$ cat src/design/pgf_pkg.sv
`default_nettype none
package pgf_pkg;

    // Default number of fraction bits of the Q formats.
    localparam int FRAC_BITS_DEF = 12;

    // Field widths.
    localparam int POS_W    = 32;
    localparam int DIFF_W   = 33;
    localparam int MASS_W   = 32;
    localparam int RAD_W    = 31;
    localparam int RSUM_W   = 32;
    localparam int GC_W     = 16;
    localparam int FORCE_W  = 48;

    // Datapath widths.
    localparam int S_W        = 2 * DIFF_W;
    localparam int RR_W       = 2 * RSUM_W;
    localparam int ROOT_W     = 34;
    localparam int SQ_OP_W    = 2 * ROOT_W;
    localparam int SQ_RW      = ROOT_W + 4;
    localparam int SQRT_STEPS = ROOT_W;
    localparam int GM_W       = GC_W + MASS_W;
    localparam int GM_SPLIT   = GM_W / 2;
    localparam int NP_W       = GM_SPLIT + DIFF_W;
    localparam int PROD_W     = GM_W + DIFF_W;
    localparam int HUND_W     = 7;
    localparam int D2_W       = 2 * ROOT_W;
    localparam int D100_W     = ROOT_W + HUND_W;
    localparam int DPART_W    = ROOT_W + D100_W;
    localparam int DSUM_W     = DPART_W + ROOT_W;
    localparam int DEN_W      = 105;

    // Quotient bits kept by the divider; larger quotients only raise overflow.
    localparam int QB      = FORCE_W + 1;
    localparam int DIV_LAT = QB + 1;

    localparam logic [HUND_W-1:0] HUNDRED = 7'd100;

    typedef struct packed {
        logic              coin;
        logic              negx;
        logic              negy;
        logic              coll;
        logic [DIFF_W-1:0] adx;
        logic [DIFF_W-1:0] ady;
        logic [GM_W-1:0]   gm;
    } t_side1;

    typedef struct packed {
        logic coin;
        logic negx;
        logic negy;
        logic coll;
    } t_side2;

endpackage
`default_nettype wire

$ cat src/design/pgf_sqrt_cell.sv
`default_nettype none
module pgf_sqrt_cell import pgf_pkg::*; (
    input  wire logic               i_clk,
    input  wire logic [SQ_RW-1:0]   i_rem,
    input  wire logic [ROOT_W-1:0]  i_root,
    input  wire logic [SQ_OP_W-1:0] i_op,
    output logic      [SQ_RW-1:0]   o_rem,
    output logic      [ROOT_W-1:0]  o_root,
    output logic      [SQ_OP_W-1:0] o_op
);

    logic [SQ_RW-1:0]   n_cur;
    logic [SQ_RW-1:0]   n_trial;
    logic [SQ_RW-1:0]   r_rem;
    logic [ROOT_W-1:0]  r_root;
    logic [SQ_OP_W-1:0] r_op;

    // Bring down the next two bits of the operand and try a one in this place.
    assign n_cur   = {i_rem[SQ_RW-3:0], i_op[SQ_OP_W-1 -: 2]};
    assign n_trial = SQ_RW'({i_root, 2'b01});

    always_ff @(posedge i_clk) begin
        if (n_cur >= n_trial) begin
            r_rem  <= n_cur - n_trial;
            r_root <= {i_root[ROOT_W-2:0], 1'b1};
        end else begin
            r_rem  <= n_cur;
            r_root <= {i_root[ROOT_W-2:0], 1'b0};
        end
        r_op <= {i_op[SQ_OP_W-3:0], 2'b00};
    end

    assign o_rem  = r_rem;
    assign o_root = r_root;
    assign o_op   = r_op;

endmodule
`default_nettype wire

$ cat config.mk
export PLATFORM = sky130hd
export DESIGN_NAME = pgf_sqrt_cell
export DESIGN_NICKNAME = d
export VERILOG_FILES = /design/src/design/pgf_pkg.sv /design/src/design/pgf_sqrt_cell.sv
export SDC_FILE = /design/constraint.sdc
export NUM_CORES = 1
export LEC_CHECK = 0
export BUFFER_PORTS_ARGS = -buffer_cell sky130_fd_sc_hd__buf_2
export CAP_MARGIN = 20
export CELL_PAD_IN_SITES_DETAIL_PLACEMENT = 1
export CELL_PAD_IN_SITES_GLOBAL_PLACEMENT = 1
export CORE_ASPECT_RATIO = 0.7
export CORE_MARGIN = 4
export CORE_UTILIZATION = 36
export CTS_BUF_LIST = sky130_fd_sc_hd__clkbuf_4 sky130_fd_sc_hd__clkbuf_8
export CTS_CLUSTER_DIAMETER = 80
export DETAILED_ROUTE_END_ITERATION = 8
export GPL_ROUTABILITY_DRIVEN = 0
export GPL_TIMING_DRIVEN = 1
export PLACE_DENSITY_LB_ADDON = 0.1
export REMOVE_ABC_BUFFERS = 1
export SETUP_SLACK_MARGIN = 0.2
export SYNTH_ARGS = -nofsm -noshare
export SYNTH_HDL_FRONTEND = slang
export SYNTH_SLANG_ARGS = --single-unit
$ cat constraint.sdc
create_clock -name i_clk -period 6.6 [get_ports i_clk]
set_input_delay 0.33 -clock i_clk [delete_from_list [all_inputs] [get_ports i_clk]]
set_output_delay 0.33 -clock i_clk [all_outputs]
set_load 0.02 [all_outputs]
# Word-level counts from Yosys, hierarchy flattened
# Index checks and enable logic that the tools add are counted.
[op_classes]
add_sub_neg = 1
magnitude_cmp = 1
muxes = 2
[op_table]
columns = ["op", "n"]
rows = [
  ["$ge 38x36->1", 1],
  ["$mux 38", 1],
  ["$sub 38x36->38", 1],
  ["$mux 1", 1],
]
[totals]
out_inout_bits = 140
input_bits = 141
elab_cells = 7
ff_bits = 138

# Longest topological paths before layout
# Gate-level depths: netlist (run 1).
[logic_depth]
word_depth = 2
depth_mapped = 13
mapped_depth_nobuf = 11

# Least setup slack after synthesis (run 1)
# Ideal clock, no wire load.
[synth_timing]
path_type = "input-to-reg"
from = "input i_root[4]"
to = "register r_rem[37], in the netlist o_rem[37]"
arrival_time_ns = 2.431
setup_slack_ns = 4.048
setup_ns = 0.121
path_stages = 11
path_buffers = 0
required_ns = 6.479
path_cell_list = "inv_1 -> ha_1 -> a211o_1 -> a21oi_1 -> a21oi_1 -> a211o_2 -> o22ai_4 -> nor4_4 -> a31oi_4 -> o21a_1 -> mux2_4"
[synth_via]
elab_chain_cells = 2
word_cells_on_any_way = 3
cone_classes = "add/sub: 1; order compare: 1; mux: 1"
[synth_rtl]
columns = ["item", "line", "source"]
rows = [
  ["start, declared", "pgf_sqrt_cell.sv:5", "input wire logic [ROOT_W-1:0] i_root,"],
  ["$sub 38x36->38 / $ge 38x36->1 (equally long branches)", "pgf_sqrt_cell.sv:24, pgf_sqrt_cell.sv:23", ""],
  ["$mux 38 *", "pgf_sqrt_cell.sv:23", "if (n_cur >= n_trial) begin"],
  ["end signal, assigned", "pgf_sqrt_cell.sv:24", "r_rem <= n_cur - n_trial;"],
  ["end signal, assigned", "pgf_sqrt_cell.sv:27", "r_rem <= n_cur;"],
  ["end, declared", "pgf_sqrt_cell.sv:14", "logic [SQ_RW-1:0] r_rem;"],
]
# Every way passes the cells marked *; elsewhere a longest branch is shown, timed or not.

# Worst setup path after layout (run 1)
[layout_timing]
from = "input i_root[2]"
to = "register r_rem[14], in the netlist o_rem[14]"
# Same word-level chain as after synthesis.

==> impl_metrics.py, run 1 <==
metrics = {
    "clock_network": {
        "tritoncts": "done",
        "cts_buffer_depth": 2,
        "clkSlewWorstSetupHoldPaths_ns": 0.09,
        "ctsHoldBuffers": 99,
        "cts_resized": 0,
        "cts_setup_buffers": 0,
        "cts_sinks": 138,
        "cts_buffers": 17,
        "clock-root-buffer": "clkbuf_8",
        "cts.htree.levels": 4,
    },
    "logic_synthesis": {
        "synth_cells": 567,
        "yosys_warnings": 0,
        "yosysSeqAreaShare_pct": 50.8,
        "synth.most_common_cell": "dfxtp_1",
        "avgSynthCellArea_um2": 9.60,
        "synthTopCellsByArea": "dfxtp_1 (51%), ha_1 (8.3%), nand2_1 (4.3%), o21ai_0 (4.3%), a21oi_1 (3.5%)",
        "synth_top_cell_area_share_pct": 50.8,
        "synthArstFlopShare_pct": 0,
        "synthTopCellsByCount": "dfxtp_1 (138), nand2_1 (63), o21ai_0 (47)",
        "synth_ff_type": "dfxtp_1",
        "synth-seq-cells": 138,
        "yosysUniqueCellTypes": 55,
        "syn-cell-area_um2": 5440,
        "synth-edff-count": 0,
        "synth_largest_area_cell": "dfxtp_1",
    },
    "critical_path": {
        "required_ns": 6.95,
        "cp_top_family": "compound AO/OA/AOI/OAI gates",
        "startpoint_type": "primary input",
        "slowest_delay_ns": 0.67,
        "path_cells": "dlygate4sd3_1 -> buf_2 -> inv_1 -> ha_1 -> a21o_1 -> a21oi_1 -> a21o_1 -> nand4_1 -> nand3_1 -> o211ai_1 -> a21oi_4 -> buf_4 -> mux2_2",
        "worst-setup-path-type": "in -> reg",
        "critPathBufInv": 4,
        "worstPathMaxFanout": 43,
        "crit_arrival_ns": 4.18,
        "path_common_cell": "a21o_1",
        "crit_path_end_kind": "register",
        "critical-path-slowest-cell": "a21oi_4",
    },
    "die": {
        "die-area_um2": 17200,
        "die_width_um": 155,
        "rows": 37,
        "io_pins": 281,
        "die_h_um": 111,
        "coreArea_um2": 14800,
        "start_util_pct": 36.8,
    },
    "timing": {
        "relSlewSlack_pct": 48.1,
        "finalSetupViolations": 0,
        "fin_crit_ns": 3.83,
        "worst_pin_slew_ns": 0.777,
        "final_hold_viol_count": 0,
        "rsz0062_at_grt": "false",
        "timing.setup.tns_ns": 0,
        "max_freq_ghz": 0.261,
        "post-route-period-util_pct": 58.0,
        "drv_slew": 0,
    },
    "placed_design": {
        "io_buffers": 276,
        "hpwl_um": 15500,
        "dp.cells": 1016,
    },
    "detailed_routing": {
        "antenna_left": 0,
        "drt-initial-drc-count": 236,
        "routed_wl_um": 23300,
        "num_vias": 5603,
        "dr.pass1.iters": 5,
        "routedWlPerCell_um": 20.3,
        "viasPerCell": 4.88,
        "drcViolationCount": 0,
    },
    "global_route": {
        "antenna_found_initial": 1,
        "overflow": 0,
        "grt_pass1_wl_um": 36100,
        "grt_max_degree": 44,
        "track_usage_pct": 27.2,
        "grt_pass1_vias": 6218,
    },
    "job": {
        "maxCapViolations": 0,
    },
    "pwr": {
        "cellPowerDensity_nw_per_um2": 265,
        "peakVddDrop_uv": 140,
        "p_leak_nw": 4.05,
    },
    "cells_and_area": {
        "final_cells": 1148,
        "fillerInstances": 1748,
        "drive_gt1_share_pct": 34.3,
        "nets": 1116,
        "area_delta_synth_final_pct": 53.4,
    },
    "min_path": {
        "hold_path_class": "in -> reg",
    },
    "run_status": {
        "status": "completed",
    },
}
worst min-delay path: cells and delay by family:
| kind | cells | cell delay (ns) |
|---|---|---|
| buf+inv | 1 | 0.09 |
| compound gates | 1 | 0.05 |
| simple gates | 1 | 0.04 |
path summary, 6_finish.rpt:
path              startpoint         to  depth (start not counted)
setup / recovery   i_root[2]  o_rem[14]                         13
hold / removal     i_rem[30]  o_rem[32]                          3
through the flow:
step           instance area (µm²)  utilization [%]  power (W)  hold WS [ns]  setup slack (ns)
2_1_floorplan                 5330                -    0.00128         0.358              3.07
3_3_place_gp                  6970             47.2    0.00147         0.433              2.92
3_5_place_dp                  6970             47.2    0.00148         0.434              2.88
4_1_cts                       8350             56.5    0.00220        0.0478              2.84
5_1_grt                       8350             56.5    0.00232        0.0624              2.54
6_report                      8350             56.5    0.00221        0.0836              2.77
cells by family (layout without fill, tap and decap cells):
kind of cell	after synthesis	in the layout	synth area share, %
compound gates	147	147	17.4
xor+xnor	33	33	5.31
fa+ha+maj	36	36	8.28
buf+inv	68	452	5.15
flops	138	138	50.8
mux	6	6	1.29
other cells	1	3	0.0689
simple gates	138	138	11.7
power breakdown:
group	switching [W]	internal [W]	total [W]
combinational	0.000353	0.000234	0.000588
sequential	0.0000265	0.000917	0.000944
clock	0.000399	0.000279	0.000679
total	0.000779	0.00143	0.00221
cells in the final DEF (no fill, tap or decap), types with 4 or more instances in the layout:
master         netlist  layout
dfxtp_1            138     138
xnor2_1             17      17
mux2_2               4       4
nand3_1             17      17
nand2_1             63      63
inv_6                0       5
o211ai_1             5       5
xor2_1              16      16
a21o_1              12      12
o21ai_0             47      47
and3_1               6       6
a21oi_1             38      38
clkbuf_8             0      17
ha_1                36      36
buf_2               11     276
o21a_1              10      10
nor3_1               7       7
dlygate4sd3_1        0      99
inv_1               44      44
nor2_1              22      22
nand4_1              7       7
nor2b_1              5       5
o21bai_1             5       5
routing by layer:
| metal | track usage [%] | vias up | routed length [µm] |
|---|---|---|---|
| li1 | - | 2674 | - |
| met1 | 30.9 | 2655 | 9340 |
| met2 | 47.2 | 213 | 11600 |
| met3 | 7.34 | 59 | 1480 |
| met4 | 12.8 | 2 | 897 |
| met5 | 0 | - | 13 |
flip-flops by register name, summed over array words and instances, names as in the netlist:
register  cells
o_rem        38
o_root       34
o_op         66
layout make-up:
type                       count  area [µm²]  area share [%]
sequential                   138        2760            33.1
tap                          195         244            2.92
inverter                      44         165            1.98
clock buffer                  17         234            2.80
timing repair buffer         376        2380            28.5
clock inverter                15         150            1.80
multi-input combinational    362        2410            28.9
antenna                        1        2.50          0.0300
No activity file was read; power rests on OpenSTA's default activity.
==> run 2: changes to the inputs <==
--- a/config.mk
+++ b/config.mk
@@ -11,7 +11,7 @@
 export CELL_PAD_IN_SITES_GLOBAL_PLACEMENT = 1
 export CORE_ASPECT_RATIO = 0.7
 export CORE_MARGIN = 4
-export CORE_UTILIZATION = 36
+export CORE_UTILIZATION = 34
 export CTS_BUF_LIST = sky130_fd_sc_hd__clkbuf_4 sky130_fd_sc_hd__clkbuf_8
 export CTS_CLUSTER_DIAMETER = 80
 export DETAILED_ROUTE_END_ITERATION = 8
==> constraint.sdc (replaced) <==
create_clock -name i_clk -period 3.6 [get_ports i_clk]
set_input_delay 0.18 -clock i_clk [delete_from_list [all_inputs] [get_ports i_clk]]
set_output_delay 0.18 -clock i_clk [all_outputs]
set_load 0.02 [all_outputs]
==> run 2 against run 1 <==
Routed wire length up 5.2%; clock power increased by 110%; critical path type unchanged; largest power group unchanged; combinational power grew 90%.
==> impl_metrics.py, run 2 (same netlist as run 1, synthesis figures left out) <==
metrics = {
    "timing": {
        "finalSetupViolations": 0,
        "max_freq_ghz": 0.313,
        "fin_crit_ns": 3.20,
        "timing.setup.tns_ns": 0,
        "relSlewSlack_pct": 61.0,
        "drv_slew": 0,
        "fin_ws_ns": 0.400,
        "final_hold_viol_count": 0,
        "worst_pin_slew_ns": 0.578,
        "rsz0062_at_grt": "false",
        "post-route-period-util_pct": 88.9,
    },
    "critical_path": {
        "worst-setup-path-type": "in -> reg",
        "startpoint_type": "primary input",
        "required_ns": 3.96,
        "crit_path_end_kind": "register",
        "worstPathMaxFanout": 16,
        "crit_arrival_ns": 3.56,
    },
    "clock_network": {
        "clock-root-buffer": "clkbuf_8",
        "cts_buffer_depth": 2,
        "cts_resized": 0,
        "cts_setup_buffers": 0,
        "clkSlewWorstSetupHoldPaths_ns": 0.09,
        "tritoncts": "done",
        "cts_sinks": 138,
        "cts.htree.levels": 4,
        "cts_buffers": 17,
    },
    "detailed_routing": {
        "viasPerCell": 4.89,
        "drcViolationCount": 0,
        "antenna_left": 0,
        "routed_wl_um": 24500,
        "dr.pass1.iters": 4,
        "routedWlPerCell_um": 20.6,
        "num_vias": 5832,
        "drt-initial-drc-count": 239,
    },
    "global_route": {
        "track_usage_pct": 26.8,
        "grt_pass1_vias": 6240,
        "grt_max_degree": 21,
        "overflow": 0,
        "antenna_found_initial": 1,
        "grt_pass1_wl_um": 37700,
    },
    "die": {
        "start_util_pct": 34.9,
        "rows": 38,
        "die_width_um": 159,
        "coreArea_um2": 15600,
        "die-area_um2": 18100,
        "die_h_um": 114,
        "io_pins": 281,
    },
    "cells_and_area": {
        "most-common-layout-cells": "buf_2 (276), dfxtp_1 (138), dlygate4sd3_1 (134), nand2_1 (63), o21ai_0 (47)",
        "final_common_cell": "buf_2",
        "final_area_um2": 8780,
        "area_delta_synth_final_pct": 61.3,
        "nets": 1155,
        "drive_gt1_share_pct": 33.4,
        "fillerInstances": 1821,
        "largest_reg_flops": 66,
        "post-route-util_pct": 56.3,
    },
    "pwr": {
        "finalPower_w": 0.00429,
        "cellPowerDensity_nw_per_um2": 489,
        "peakVddDrop_uv": 210,
        "p_leak_nw": 4.24,
    },
    "run_status": {
        "status": "completed",
    },
    "placed_design": {
        "hpwl_um": 15900,
        "dp_slack_ns": 0.500,
        "dpl_cell_area_um2": 7000,
        "io_buffers": 276,
    },
    "min_path": {
        "hold_path_class": "in -> reg",
    },
    "job": {
        "maxCapViolations": 0,
    },
}
-- run 2: worst max-delay path, stage by stage --
cell and delay [ns]:
dlygate4sd3_1 0.54, buf_2 0.13, inv_1 0.04, ha_1 0.37
a21oi_1 0.13, o21ai_0 0.32, nand3_1 0.23, nand4_1 0.17
nand3_1 0.20, o211ai_1 0.49, a21oi_4 0.23, buf_4 0.27
o21ai_0 0.25
-- run 2: metal layers --
metal / up-vias / GRT usage (%) / part of all wire [%]
met5: - / 0 / 0
met2: 248 / 44.3 / 47
met1: 2772 / 33.3 / 43
met3: 56 / 8.05 / 6.4
met4: 0 / 10.7 / 4.0
li1: 2756 / - / -
-- run 2: where the power goes --
part | total, W | internal [W] | switching, W
registers | 0.00173 | 0.00168 | 0.0000488
clock network | 0.00144 | 0.000660 | 0.000777
logic | 0.00112 | 0.000457 | 0.000665
-- run 2: layout make-up --
class | instances | area [µm²] | area share (%)
Multi-Input combinational cell | 363 | 2420 | 27.6
Timing Repair Buffer | 414 | 2750 | 31.4
Sequential cell | 138 | 2760 | 31.5
Clock inverter | 15 | 190 | 2.17
Tap cell | 200 | 250 | 2.85
Inverter | 44 | 165 | 1.88
Clock buffer | 17 | 234 | 2.67
Antenna cell | 1 | 2.50 | 0.0285
-- run 2: per-stage QoR --
step,cells,hold WS [ns]
finish,1192,0.0253
global route,1192,0.0104
CTS,1190,0.00434
detailed placement,1024,0.284
global placement,1024,0.284
floorplan,544,0.208
-- run 2: final timing paths --
path              startpoint         to  slack (ns)  depth (start not counted)
setup / recovery   i_root[5]   o_rem[7]        0.40                         13
hold / removal     i_rem[10]  o_rem[12]        0.03                          3
-- run 2: timing repair --
action / CTS / global route
endpoints found under the setup margin: 0 / 1
hold buffers: 134 / 0
hold endpoints to repair: 134 / 0
==> run 3: changes to the inputs <==
--- a/config.mk
+++ b/config.mk
@@ -7,7 +7,7 @@
 export LEC_CHECK = 0
 export BUFFER_PORTS_ARGS = -buffer_cell sky130_fd_sc_hd__buf_2
 export CAP_MARGIN = 20
-export CELL_PAD_IN_SITES_DETAIL_PLACEMENT = 1
+export CELL_PAD_IN_SITES_DETAIL_PLACEMENT = 0
 export CELL_PAD_IN_SITES_GLOBAL_PLACEMENT = 1
 export CORE_ASPECT_RATIO = 0.7
 export CORE_MARGIN = 4
==> run 3 against run 2 <==
Via count down 4.3%; critical path type unchanged; sequential cell count stayed put; highest routed layer unchanged; non-clock buffer count grew 1.
==> impl_metrics.py, run 3 (same netlist as run 1, synthesis figures left out) <==
metrics = {
    "pwr": {
        "p_leak_nw": 4.23,
        "cellPowerDensity_nw_per_um2": 471,
        "peakVddDrop_uv": 207,
        "finalPower_w": 0.00412,
    },
    "placed_design": {
        "dp_slack_ns": 0.567,
        "dpl_cell_area_um2": 7000,
        "hpwl_um": 14500,
        "dp.cells": 1024,
        "io_buffers": 276,
    },
    "timing": {
        "drv_slew": 0,
        "fin_ws_ns": 0.491,
        "relSlewSlack_pct": 59.5,
        "max_freq_ghz": 0.322,
        "final_hold_viol_count": 0,
        "finalSetupViolations": 0,
        "rsz0062_at_grt": "false",
        "timing.setup.tns_ns": 0,
        "fin_crit_ns": 3.11,
        "post-route-period-util_pct": 86.4,
        "worst_pin_slew_ns": 0.606,
    },
    "clock_network": {
        "cts_buffers": 17,
        "cts_sinks": 138,
        "cts.htree.levels": 4,
        "clock-root-buffer": "clkbuf_8",
        "cts_resized": 0,
        "cts_buffer_depth": 2,
        "clkSlewWorstSetupHoldPaths_ns": 0.10,
        "tritoncts": "done",
    },
    "detailed_routing": {
        "drt-initial-drc-count": 309,
        "routed_wl_um": 20200,
        "dr.pass1.iters": 5,
        "routedWlPerCell_um": 16.9,
        "num_vias": 5581,
        "drcViolationCount": 0,
        "antenna_left": 0,
        "viasPerCell": 4.68,
    },
    "die": {
        "die_h_um": 114,
        "start_util_pct": 34.9,
        "die_width_um": 159,
        "io_pins": 281,
        "coreArea_um2": 15600,
        "rows": 38,
        "die-area_um2": 18100,
    },
    "cells_and_area": {
        "nets": 1155,
        "final_area_um2": 8760,
        "final_cells": 1192,
        "final_common_cell": "buf_2",
        "fillerInstances": 1402,
        "drive_gt1_share_pct": 33.3,
        "regArea_um2": 2760,
        "multi_input_comb_area_um2": 2410,
        "largest_reg_flops": 66,
        "area_delta_synth_final_pct": 61.0,
        "most-common-layout-cells": "buf_2 (276), dfxtp_1 (138), dlygate4sd3_1 (135), nand2_1 (63), o21ai_0 (47)",
    },
    "global_route": {
        "grt_max_degree": 21,
        "track_usage_pct": 22.1,
        "grt_pass1_vias": 5624,
        "overflow": 0,
        "antenna_found_initial": 1,
        "grt_pass1_wl_um": 31800,
    },
    "run_status": {
        "status": "completed",
    },
    "critical_path": {
        "required_ns": 3.95,
        "path_cells": "dlygate4sd3_1 -> buf_2 -> ha_1 -> a21o_1 -> a21oi_1 -> a21o_1 -> nand4_1 -> nand3_1 -> o211ai_1 -> a21oi_4 -> buf_4 -> nor2_1 -> mux2_4",
        "worstPathMaxFanout": 20,
        "path_common_cell": "a21o_1",
        "crit_start": "i_rem[2]",
        "worst-setup-path-type": "in -> reg",
        "crit_arrival_ns": 3.46,
        "critical-path-slowest-cell": "dlygate4sd3_1",
        "crit_path_end_kind": "register",
        "startpoint_type": "primary input",
        "slowest_delay_ns": 0.56,
    },
    "job": {
        "maxCapViolations": 0,
    },
    "min_path": {
        "holdCritStartpoint": "i_op[67]",
        "hold_depth": 3,
        "hold_path_class": "in -> reg",
    },
}
## run 3: cell types whose count changed in the layout (fill, tap and decap cells not counted)
cell           delta
a21oi_2           -1
bufinv_16         -1
clkinv_4          +1
clkinv_8          +2
clkinvlp_4        +1
dlygate4sd3_1     +1
inv_8             -3
## run 3: final cells by class
type	count	area share, %
Antenna cell	1	0.0286
Clock buffer	17	2.67
Clock inverter	15	2.00
Inverter	44	1.88
Multi-Input combinational cell	362	27.5
Sequential cell	138	31.5
Tap cell	200	2.86
Timing Repair Buffer	415	31.5
## run 3: what timing repair did
action / CTS / global route
hold buffers: 135 / 0
setup buffers: 0 / 0
endpoints found under the hold margin: 135 / 0
## run 3: worst max-delay path: cells and delay by family
| kind | cells | cell delay [ns] |
|---|---|---|
| AND/OR/NAND/NOR | 3 | 0.41 |
| multiplexers | 1 | 0.24 |
| adder cells (fa/ha/maj) | 1 | 0.37 |
| buffers and inverters | 3 | 0.95 |
| AO/OA/AOI/OAI | 5 | 1.29 |
## run 3: worst paths after layout
path	slack, ns	end
setup / recovery	0.49	o_rem[37]
hold / removal	0.04	o_rem[1]
## run 3: per-stage QoR
step / utilization [%] / hold WS (ns)
finish: 56.2 / 0.0415
global route: 56.2 / 0.0184
CTS: 56.2 / 0.00381
detailed placement: 44.9 / 0.284
global placement: 44.9 / 0.284
floorplan: - / 0.208
## run 3: where the power goes
group / internal (W) / total, W / switching (W)
logic: 0.000457 / 0.00108 / 0.000627
registers: 0.00168 / 0.00172 / 0.0000401
clock network: 0.000587 / 0.00132 / 0.000733
## run 3: layer usage
| layer | track usage, % | vias up | routed length, µm |
|---|---|---|---|
| met4 | 7.80 | 0 | 582 |
| met2 | 35.1 | 238 | 9150 |
| li1 | - | 2758 | - |
| met5 | 0 | - | 0 |
| met1 | 28.8 | 2549 | 9060 |
| met3 | 6.93 | 36 | 1390 |
